<file path="config.mk">
export PLATFORM = sky130hd
export DESIGN_NAME = utf8_stream_validator_unit
export DESIGN_NICKNAME = d
export VERILOG_FILES = /design/src/hdl/utf8v_pkg.sv /design/src/hdl/utf8_stream_validator_unit.sv
export SDC_FILE = /design/constraint.sdc
export NUM_CORES = 1
export LEC_CHECK = 0
export BUFFER_PORTS_ARGS = -buffer_cell sky130_fd_sc_hd__buf_2
export CAP_MARGIN = 10
export CORE_UTILIZATION = 40
export CTS_BUF_LIST = sky130_fd_sc_hd__clkbuf_2
export DETAILED_ROUTE_END_ITERATION = 10
export SYNTH_ARGS = -nofsm -noshare
export SYNTH_HDL_FRONTEND = slang
export SYNTH_SLANG_ARGS = --single-unit
</file>
<file path="constraint.sdc">
create_clock -name aclk -period 3.7 [get_ports aclk]
set_clock_uncertainty 0.05 [all_clocks]
set_input_delay 0.185 -clock aclk [delete_from_list [all_inputs] [get_ports aclk]]
set_output_delay 0.185 -clock aclk [all_outputs]
set_load 0.02 [all_outputs]
</file>
<file path="src/hdl/utf8v_pkg.sv">
// utf8v_pkg: byte range constants and the result type of the utf-8 stream validator
// used by utf8_stream_validator_unit; no dependencies
package utf8v_pkg;

    localparam logic [7:0] ASCII_MAX = 8'h7F;
    localparam logic [7:0] LEAD2_LO  = 8'hC2;
    localparam logic [7:0] LEAD2_HI  = 8'hDF;
    localparam logic [7:0] LEAD3_LO  = 8'hE0;
    localparam logic [7:0] LEAD3_HI  = 8'hEF;
    localparam logic [7:0] LEAD3_SUR = 8'hED;
    localparam logic [7:0] LEAD4_LO  = 8'hF0;
    localparam logic [7:0] LEAD4_HI  = 8'hF4;
    localparam logic [7:0] CONT_LO   = 8'h80;
    localparam logic [7:0] CONT_HI   = 8'hBF;
    localparam logic [7:0] E0_LO     = 8'hA0;
    localparam logic [7:0] ED_HI     = 8'h9F;
    localparam logic [7:0] F0_LO     = 8'h90;
    localparam logic [7:0] F4_HI     = 8'h8F;

    localparam int OUT_FIELD_BITS = 66;
    localparam int OUT_TDATA_BITS = 72;

    typedef struct packed {
        logic [31:0] point_total;
        logic [31:0] bad_offset;
        logic        all_ascii;
        logic        text_valid;
    } result_t;

endpackage

</file>
<file path="src/hdl/utf8_stream_validator_unit.sv">
// utf8_stream_validator_unit: strict utf-8 checker over a byte stream, one result per text
// depends on utf8v_pkg
//
//  channel | dir | tdata (low bit up)                                  | tlast
//  s_      | in  | data_byte[7:0]                                      | last_byte
//  m_      | out | text_valid, all_ascii, bad_offset[31:0],            | -
//          |     | point_total[31:0], zero pad to 72 bits              |
//
// one byte beat per clock sustained while results are drained; each byte is held in the input register and
// its text's result is registered into the output register when the last byte leaves the input register.
// aresetn is synchronous and clears the text state and both valid flags.
// a stalled result holds the output register; the input register keeps taking beats while it is
// empty, or while the output register is empty or being drained in the same cycle.
module utf8_stream_validator_unit #(
    parameter int COUNT_WIDTH = 32
) (
    input  logic                                aclk,
    input  logic                                aresetn,
    input  logic                                s_tvalid,
    output logic                                s_tready,
    input  logic [7:0]                          s_tdata,   // data_byte
    input  logic                                s_tlast,   // last_byte
    output logic                                m_tvalid,
    input  logic                                m_tready,
    // text_valid, all_ascii, bad_offset, point_total, zero pad
    output logic [utf8v_pkg::OUT_TDATA_BITS-1:0] m_tdata
);
    import utf8v_pkg::*;

    localparam logic [COUNT_WIDTH-1:0] COUNT_MAX = {COUNT_WIDTH{1'b1}};

    function automatic logic [COUNT_WIDTH-1:0] sat_inc(input logic [COUNT_WIDTH-1:0] v);
        sat_inc = (v == COUNT_MAX) ? v : v + COUNT_WIDTH'(1);
    endfunction

    function automatic logic [31:0] to32(input logic [COUNT_WIDTH-1:0] v);
        logic [63:0] wide;
        wide = 64'(v);
        to32 = wide[31:0];
    endfunction

    // input register
    logic            in_valid_reg;
    logic [7:0]      in_byte_reg;
    logic            in_last_reg;
    logic            advance;

    // text state
    logic [COUNT_WIDTH-1:0] pos_reg, pos_next;
    logic [COUNT_WIDTH-1:0] points_reg, points_next;
    logic [1:0]             expected_reg, expected_next;
    logic [7:0]             low_reg, low_next;
    logic [7:0]             high_reg, high_next;
    logic [COUNT_WIDTH-1:0] lead_pos_reg, lead_pos_next;
    logic                   pend_reg, pend_next;
    logic [COUNT_WIDTH-1:0] pend_pos_reg, pend_pos_next;
    logic                   err_reg, err_next;
    logic [COUNT_WIDTH-1:0] err_pos_reg, err_pos_next;
    logic                   non_ascii_reg, non_ascii_next;

    // output register
    logic    out_valid_reg, out_valid_next;
    result_t out_reg, out_next;

    logic    cut_off;

    assign advance  = in_valid_reg && (!out_valid_reg || m_tready);
    assign s_tready = !in_valid_reg || advance;

    always_ff @(posedge aclk) begin
        if (!aresetn) begin
            in_valid_reg <= 1'b0;
        end else if (s_tready) begin
            in_valid_reg <= s_tvalid;
        end
        if (s_tready && s_tvalid) begin
            in_byte_reg <= s_tdata;
            in_last_reg <= s_tlast;
        end
    end

    always_comb begin
        pos_next       = pos_reg;
        points_next    = points_reg;
        expected_next  = expected_reg;
        low_next       = low_reg;
        high_next      = high_reg;
        lead_pos_next  = lead_pos_reg;
        pend_next      = pend_reg;
        pend_pos_next  = pend_pos_reg;
        err_next       = err_reg;
        err_pos_next   = err_pos_reg;
        non_ascii_next = non_ascii_reg;
        out_valid_next = out_valid_reg && !m_tready;
        out_next       = out_reg;
        cut_off        = 1'b0;

        if (advance) begin
            if (in_byte_reg > ASCII_MAX) begin
                non_ascii_next = 1'b1;
            end
            if (!err_reg) begin
                if (expected_reg == 2'd0) begin
                    priority if (in_byte_reg <= ASCII_MAX) begin
                        points_next = sat_inc(points_reg);
                    end else if (in_byte_reg >= LEAD2_LO && in_byte_reg <= LEAD2_HI) begin
                        expected_next = 2'd1;
                        low_next      = CONT_LO;
                        high_next     = CONT_HI;
                        lead_pos_next = pos_reg;
                        pend_next     = 1'b0;
                    end else if (in_byte_reg >= LEAD3_LO && in_byte_reg <= LEAD3_HI) begin
                        expected_next = 2'd2;
                        lead_pos_next = pos_reg;
                        pend_next     = 1'b0;
                        low_next      = (in_byte_reg == LEAD3_LO) ? E0_LO : CONT_LO;
                        high_next     = (in_byte_reg == LEAD3_SUR) ? ED_HI : CONT_HI;
                    end else if (in_byte_reg >= LEAD4_LO && in_byte_reg <= LEAD4_HI) begin
                        expected_next = 2'd3;
                        lead_pos_next = pos_reg;
                        pend_next     = 1'b0;
                        low_next      = (in_byte_reg == LEAD4_LO) ? F0_LO : CONT_LO;
                        high_next     = (in_byte_reg == LEAD4_HI) ? F4_HI : CONT_HI;
                    end else begin
                        err_next     = 1'b1;
                        err_pos_next = pos_reg;
                    end
                end else begin
                    // only the first bad continuation of a sequence is kept
                    if (!pend_reg && (in_byte_reg < low_reg || in_byte_reg > high_reg)) begin
                        pend_next     = 1'b1;
                        pend_pos_next = pos_reg;
                    end
                    low_next      = CONT_LO;
                    high_next     = CONT_HI;
                    expected_next = expected_reg - 2'd1;
                    if (expected_reg == 2'd1) begin
                        if (pend_next) begin
                            err_next     = 1'b1;
                            err_pos_next = pend_pos_next;
                            pend_next    = 1'b0;
                        end else begin
                            points_next = sat_inc(points_reg);
                        end
                    end
                end
            end
            pos_next = sat_inc(pos_reg);

            if (in_last_reg) begin
                // a sequence cut off by the end of text blames its lead byte
                cut_off              = !err_next && (expected_next != 2'd0);
                out_valid_next       = 1'b1;
                out_next.text_valid  = !(err_next || cut_off);
                out_next.all_ascii   = !non_ascii_next;
                out_next.bad_offset  = err_next ? to32(err_pos_next) :
                                       (cut_off ? to32(lead_pos_next) : 32'd0);
                out_next.point_total = to32(points_next);

                pos_next       = '0;
                points_next    = '0;
                expected_next  = 2'd0;
                low_next       = CONT_LO;
                high_next      = CONT_HI;
                lead_pos_next  = '0;
                pend_next      = 1'b0;
                pend_pos_next  = '0;
                err_next       = 1'b0;
                err_pos_next   = '0;
                non_ascii_next = 1'b0;
            end
        end
    end

    always_ff @(posedge aclk) begin
        if (!aresetn) begin
            pos_reg       <= '0;
            points_reg    <= '0;
            expected_reg  <= 2'd0;
            low_reg       <= CONT_LO;
            high_reg      <= CONT_HI;
            lead_pos_reg  <= '0;
            pend_reg      <= 1'b0;
            pend_pos_reg  <= '0;
            err_reg       <= 1'b0;
            err_pos_reg   <= '0;
            non_ascii_reg <= 1'b0;
            out_valid_reg <= 1'b0;
        end else begin
            pos_reg       <= pos_next;
            points_reg    <= points_next;
            expected_reg  <= expected_next;
            low_reg       <= low_next;
            high_reg      <= high_next;
            lead_pos_reg  <= lead_pos_next;
            pend_reg      <= pend_next;
            pend_pos_reg  <= pend_pos_next;
            err_reg       <= err_next;
            err_pos_reg   <= err_pos_next;
            non_ascii_reg <= non_ascii_next;
            out_valid_reg <= out_valid_next;
        end
        out_reg <= out_next;
    end

    assign m_tvalid = out_valid_reg;
    assign m_tdata  = {{(OUT_TDATA_BITS - OUT_FIELD_BITS){1'b0}}, out_reg};

endmodule

</file>
==> impl_metrics.csv, run 1 <==
group,metric,value,unit
logic_synthesis,yosysWarnings,0,
finish,final_layout_size_suffix_gt1_frac,0.178,
finish,final_area,0.0132,mm²
sta,finalCritPeriodShare,0.817,
power,switching_share,0.283,
placed_design,gp_routability_congestion,0.836,
finish,largest_reg_flops,66,
logic_synthesis,synth_area_leaders,"dfxtp_1, edfxtp_1, a22oi_1",
route,first_pass_iters,5,
logic_synthesis,synthCells,1234,
critical_path,cp_max_fo,32,
clock_network,clock_sinks,246,
sta,finalSetupViolCount,0,
logic_synthesis,synth.most_common_cell,"dfxtp_1",
outcome,outcome,"finished, final reports clean",
critical_path,cp.required,4.26,ns
critical_path,cp.arrival,3.59,ns
clock_network,cts_resized,0,
critical_path,criticalPathCategory,"reg -> reg",
clock_network,cts_tree,"built",
placed_design,dpl.cell_count,1610,
logic_synthesis,synth_async_sr_flop_share,0,
sta,slew_violations,0,
grt,grt_overflow,0,
route,wl_per_cell,18.0,µm
grt,grt_pass1_wl,51.3,mm
clock_network,htreeDepth,3,
min_path,hold_class,"in -> reg",
finish,syn2layout_area_growth,12.5,%
floorplan,io_pins,87,
logic_synthesis,avgSynthCellArea,9.50,µm²
clock_network,cts-root-buf,"clkbuf_2",
route,vias,9999,
route,drc,0,
power,ir_drop,189,µV
logic_synthesis,synth_top_area_frac,0.292,
floorplan,start_util,0.407,
logic_synthesis,synth-edff-count,75,
clock_network,worstSkewPairLatency,0.84,ns
sta,tns,0,ns
logic_synthesis,synth_cell_types,74,
floorplan,rows,62,
finish,fillCellCount,2850,
clock_network,cts_buffers,68,
placed_design,dp_hpwl,19.1,mm
logic_synthesis,yosysTopAreaCell,"dfxtp_1",
logic_synthesis,ys.flop_type,"dfxtp_1",
logic_synthesis,synth_area,0.0117,mm²
route,drtIter0Drc,773,
grt,gr-usage-all-layers,0.211,
power,p_leak,4.68,nW
logic_synthesis,synth.top_cells.by_count,"dfxtp_1, nor2_1, clkbuf_1",
power,combPwrFrac,0.077,
sta,max_clock_freq,331,MHz
sta,fin_crit,3.02,ns
placed_design,io_buffers,80,
power,clkPwrFrac,0.377,
route,routed_wl,31.5,mm
finish,fin_nets,1336,
sta,tightest_slew,1.03,ns
sta,timing.slew.headroom,0.314,
logic_synthesis,ys_ff_latch,246,
route,postRouteAntennaNets,0,
grt,antenna_found_initial,2,
route,vias_per_cell,5.70,
floorplan,core_area,0.0288,mm²
finish,instances_no_fill,1753,
job,max_cap_viol_count,0,
sta,rsz0062_at_grt,"no",
power,p_int,0.00374,W
logic_synthesis,synth-seq-area-share,0.484,
critical_path,cp-end-kind,"flop",
floorplan,dieArea,0.0300,mm²
floorplan,die_width,173,µm
clock_network,cts.clk_slew.worst_paths,0.10,ns
power,p_seq_frac,0.545,
sta,finalHoldViolCount,0,
power,netSwitchingPower,0.00148,W
clock_network,cts_buffer_depth,3,
grt,grt_max_degree,67,
floorplan,dieHeight,173,µm
placed_design,placed_area,0.0124,mm²
critical_path,start_kind,"flop",
grt,grt_pass1_vias,9661,
power,power_density,396,mW/mm²
==> final timing paths <==
| kind | startpoint | endpoint | slack (ns) | depth (start not counted) |
|---|---|---|---|---|
| worst max-delay path | in_byte_reg[5] | m_tdata[25] | 0.68 | 7 |
| worst min-delay path | m_tready | m_tvalid | 0.32 | 4 |
| worst max register to register | in_byte_reg[5] | m_tdata[25] | 0.68 | 7 |
| worst min register to register | err_pos_reg[7] | err_pos_reg[7] | 0.42 | 1 |
==> stage by stage <==
step / util / total power, W / setup WS (ns) / hold WS [ns]
after global routing: 0.458 / 0.00549 / 0.430 / 0.320
after floorplan: - / 0.00317 / 0.757 / 0.234
after global placement: 0.429 / 0.00329 / 0.807 / 0.315
final: 0.458 / 0.00522 / 0.675 / 0.317
after CTS: 0.458 / 0.00530 / 0.653 / 0.251
after detailed placement: 0.429 / 0.00330 / 0.701 / 0.313
==> cell usage in the layout (no fill, tap or decap), types with 32 or more instances in the layout <==
cell type and n:
nor2b_1 38, nand2_1 67, o2bb2a_1 32, edfxtp_1 75
buf_2 80, o21ai_0 56, nor3_1 63, nor2_1 98
a21oi_1 47, clkbuf_2 102, o32ai_1 32, a22o_1 33
dfxtp_1 171, a22oi_1 64, xnor2_1 46, or3_1 46
==> cells by family after synthesis <==
| family | after synthesis | synth area share |
|---|---|---|
| other cells | 1 | 0.000320 |
| fa+ha+maj | 5 | 0.00533 |
| flops | 246 | 0.484 |
| mux | 4 | 0.00352 |
| buf+inv | 134 | 0.0468 |
| compound gates | 344 | 0.214 |
| simple gates | 445 | 0.205 |
| xor+xnor | 55 | 0.0411 |
==> power by group through the flow <==
stage / registers, W / logic (W) / clock network, W
after floorplan: 0.00293 / 0.000236 / 0
after global placement: 0.00291 / 0.000380 / 0
after detailed placement: 0.00291 / 0.000385 / 0
after CTS: 0.00285 / 0.000405 / 0.00204
after global routing: 0.00286 / 0.000442 / 0.00219
final: 0.00285 / 0.000404 / 0.00197
==> layout make-up <==
| cell class | instances | area (µm²) | area share |
|---|---|---|---|
| multi-input combinational | 859 | 5550 | 0.421 |
| clock inverter | 17 | 93.8 | 0.00711 |
| inverter | 18 | 67.6 | 0.00512 |
| sequential | 246 | 5680 | 0.430 |
| timing repair buffer | 125 | 806 | 0.0611 |
| clock buffer | 102 | 510 | 0.0387 |
| tap | 384 | 480 | 0.0364 |
| antenna | 2 | 5.00 | 0.000379 |
==> worst max-delay path, cell delays in order, from the launching register on <==
cell and delay, ns:
edfxtp_1 0.48, ha_1 0.25, nor3b_1 0.45, nor4_4 0.08, a211oi_1 0.35, or2_2 0.68
o21ai_0 0.17, o32ai_1 0.28
==> what timing repair did <==
item,in CTS,in global routing
buffers inserted,0,0
hold endpoints to repair,49,0
hold buffers,22,0
==> routing by layer <==
metal	wire length [µm]	global-route usage	up-vias
li1	-	-	4830
met1	14800	0.280	4848
met2	14600	0.341	272
met3	1480	0.0353	49
met4	657	0.0885	0
met5	0	0	-
(Power assumes the default switching activity.)
==> run 2: changes to the inputs <==
==> constraint.sdc (replaced) <==
create_clock -name aclk -period 3 [get_ports aclk]
set_clock_uncertainty 0.05 [all_clocks]
set_input_delay 0.15 -clock aclk [delete_from_list [all_inputs] [get_ports aclk]]
set_output_delay 0.15 -clock aclk [all_outputs]
set_load 0.02 [all_outputs]
==> impl_metrics.csv, run 2 (synthesized netlist as in run 1, its figures left out) <==
group,metric,value,unit
outcome,outcome,"finished, final reports clean",
grt,grt_pass1_wl,51.6,mm
route,drc,0,
floorplan,start_util,0.407,
critical_path,start_kind,"flop",
clock_network,clock_sinks,246,
clock_network,holdBufCountCts,23,
sta,timing.slew.headroom,0.495,
critical_path,cp_max_fo,7,
power,p_leak,4.88,nW
power,combPwrFrac,0.079,
critical_path,criticalPathCategory,"reg -> reg",
grt,gr-usage-all-layers,0.213,
power,netSwitchingPower,0.00189,W
sta,fin_crit,2.74,ns
sta,finalHoldViolCount,0,
finish,fin_nets,1369,
critical_path,cp.arrival,3.46,ns
finish,fillCellCount,2815,
power,switching_share,0.281,
power,p_seq_frac,0.522,
power,ir_drop,296,µV
sta,finalSetupViolCount,0,
sta,tightest_slew,0.754,ns
route,wl_per_cell,17.8,µm
finish,largest_reg_flops,66,
sta,whs,0.248,ns
floorplan,rows,62,
placed_design,io_buffers,80,
power,p_total,0.00671,W
floorplan,core_area,0.0288,mm²
finish,layout_commonest_cell,"dfxtp_1",
placed_design,gp_routability_congestion,0.831,
clock_network,cts_buffer_depth,3,
floorplan,io_pins,87,
sta,tns,0,ns
finish,post-route-util,0.471,
route,vias_per_cell,5.68,
clock_network,cts.clk_slew.worst_paths,0.12,ns
placed_design,dp_hpwl,20.4,mm
floorplan,die_width,173,µm
clock_network,cts-root-buf,"clkbuf_2",
critical_path,cp.required,3.72,ns
clock_network,cts_resized,0,
critical_path,cp-end-kind,"flop",
placed_design,placed_area,0.0126,mm²
finish,final_layout_size_suffix_gt1_frac,0.198,
route,postRouteAntennaNets,0,
route,routed_wl,31.8,mm
floorplan,dieArea,0.0300,mm²
sta,slew_violations,0,
sta,finalCritPeriodShare,0.913,
finish,final_area,0.0136,mm²
grt,antenna_found_initial,1,
grt,grt_overflow,0,
power,p_int,0.00482,W
job,max_cap_viol_count,0,
grt,grt_pass1_vias,9838,
route,first_pass_iters,5,
min_path,hold_class,"in -> reg",
sta,rsz0062_at_grt,"no",
finish,most-common-layout-cells,"dfxtp_1, clkbuf_2, nor2_1",
route,vias,10200,
floorplan,dieHeight,173,µm
power,power_density,495,mW/mm²
finish,syn2layout_area_growth,15.6,%
clock_network,cts_tree,"built",
grt,grt_max_degree,38,
clock_network,htreeDepth,3,
route,drtIter0Drc,764,
clock_network,worstSkewPairLatency,0.90,ns
finish,multiInputGateArea,0.00555,mm²
clock_network,cts_buffers,70,
sta,max_clock_freq,365,MHz
finish,seq_area,0.00568,mm²
clock_network,cts_post_setup_buffers_inserted,0,
power,clkPwrFrac,0.398,
## run 2: changes by cell type in the layout (fill, tap and decap cells not counted), moves of 3 or more
| cell | previous run | this run |
|---|---|---|
| buf_4 | 22 | 49 |
| clkinv_2 | 3 | 6 |
| buf_12 | 1 | 4 |
| clkinv_4 | 0 | 3 |
| inv_2 | 4 | 1 |
## run 2: final timing paths
kind / slack (ns) / cells after the start / endpoint / start
max: 0.26 / 7 / points_reg[26] / in_byte_reg[5]
min: 0.25 / 3 / pend_pos_reg[11] / aresetn
max reg2reg: 0.26 / 7 / points_reg[26] / in_byte_reg[5]
min reg2reg: 0.42 / 1 / err_pos_reg[13] / err_pos_reg[13]
## run 2: area by class of cell
| class | instances | area share |
|---|---|---|
| diodes | 1 | 0.000185 |
| clock buffers | 100 | 0.0369 |
| clock inverters | 25 | 0.0147 |
| inverters | 18 | 0.00498 |
| multi-input cells | 859 | 0.410 |
| flip-flops and latches | 246 | 0.419 |
| well taps | 384 | 0.0354 |
| repair buffers | 156 | 0.0796 |
## run 2: power groups by stage
stage | combinational [W] | clock (W) | sequential (W)
6_report | 0.000533 | 0.00267 | 0.00351
5_1_grt | 0.000576 | 0.00293 | 0.00352
4_1_cts | 0.000531 | 0.00276 | 0.00351
3_5_place_dp | 0.000507 | 0 | 0.00358
3_3_place_gp | 0.000501 | 0 | 0.00359
2_1_floorplan | 0.000291 | 0 | 0.00362
## run 2: through the flow
stage	setup WS, ns	instances
CTS	0.267	1788
global route	0.0756	1789
finish	0.261	1789
detailed placement	0.274	1640
floorplan	0.0572	1239
global placement	0.320	1640
## run 2: metal layers
layer  up-vias  global-route usage  share of wire
li1       4902                   -              -
met1      4885               0.281           0.46
met2       317               0.346           0.46
met3        63              0.0379          0.057
met4         0              0.0852          0.023
met5         -                   0              0
## run 2: critical path: stages (launching register included)
cell and delay, ns:
edfxtp_1 0.48, ha_1 0.34, nand4_1 0.14, o21ai_2 0.29
a21boi_2 0.11, or4_1 0.68, or4_1 0.52, nand3_1 0.09
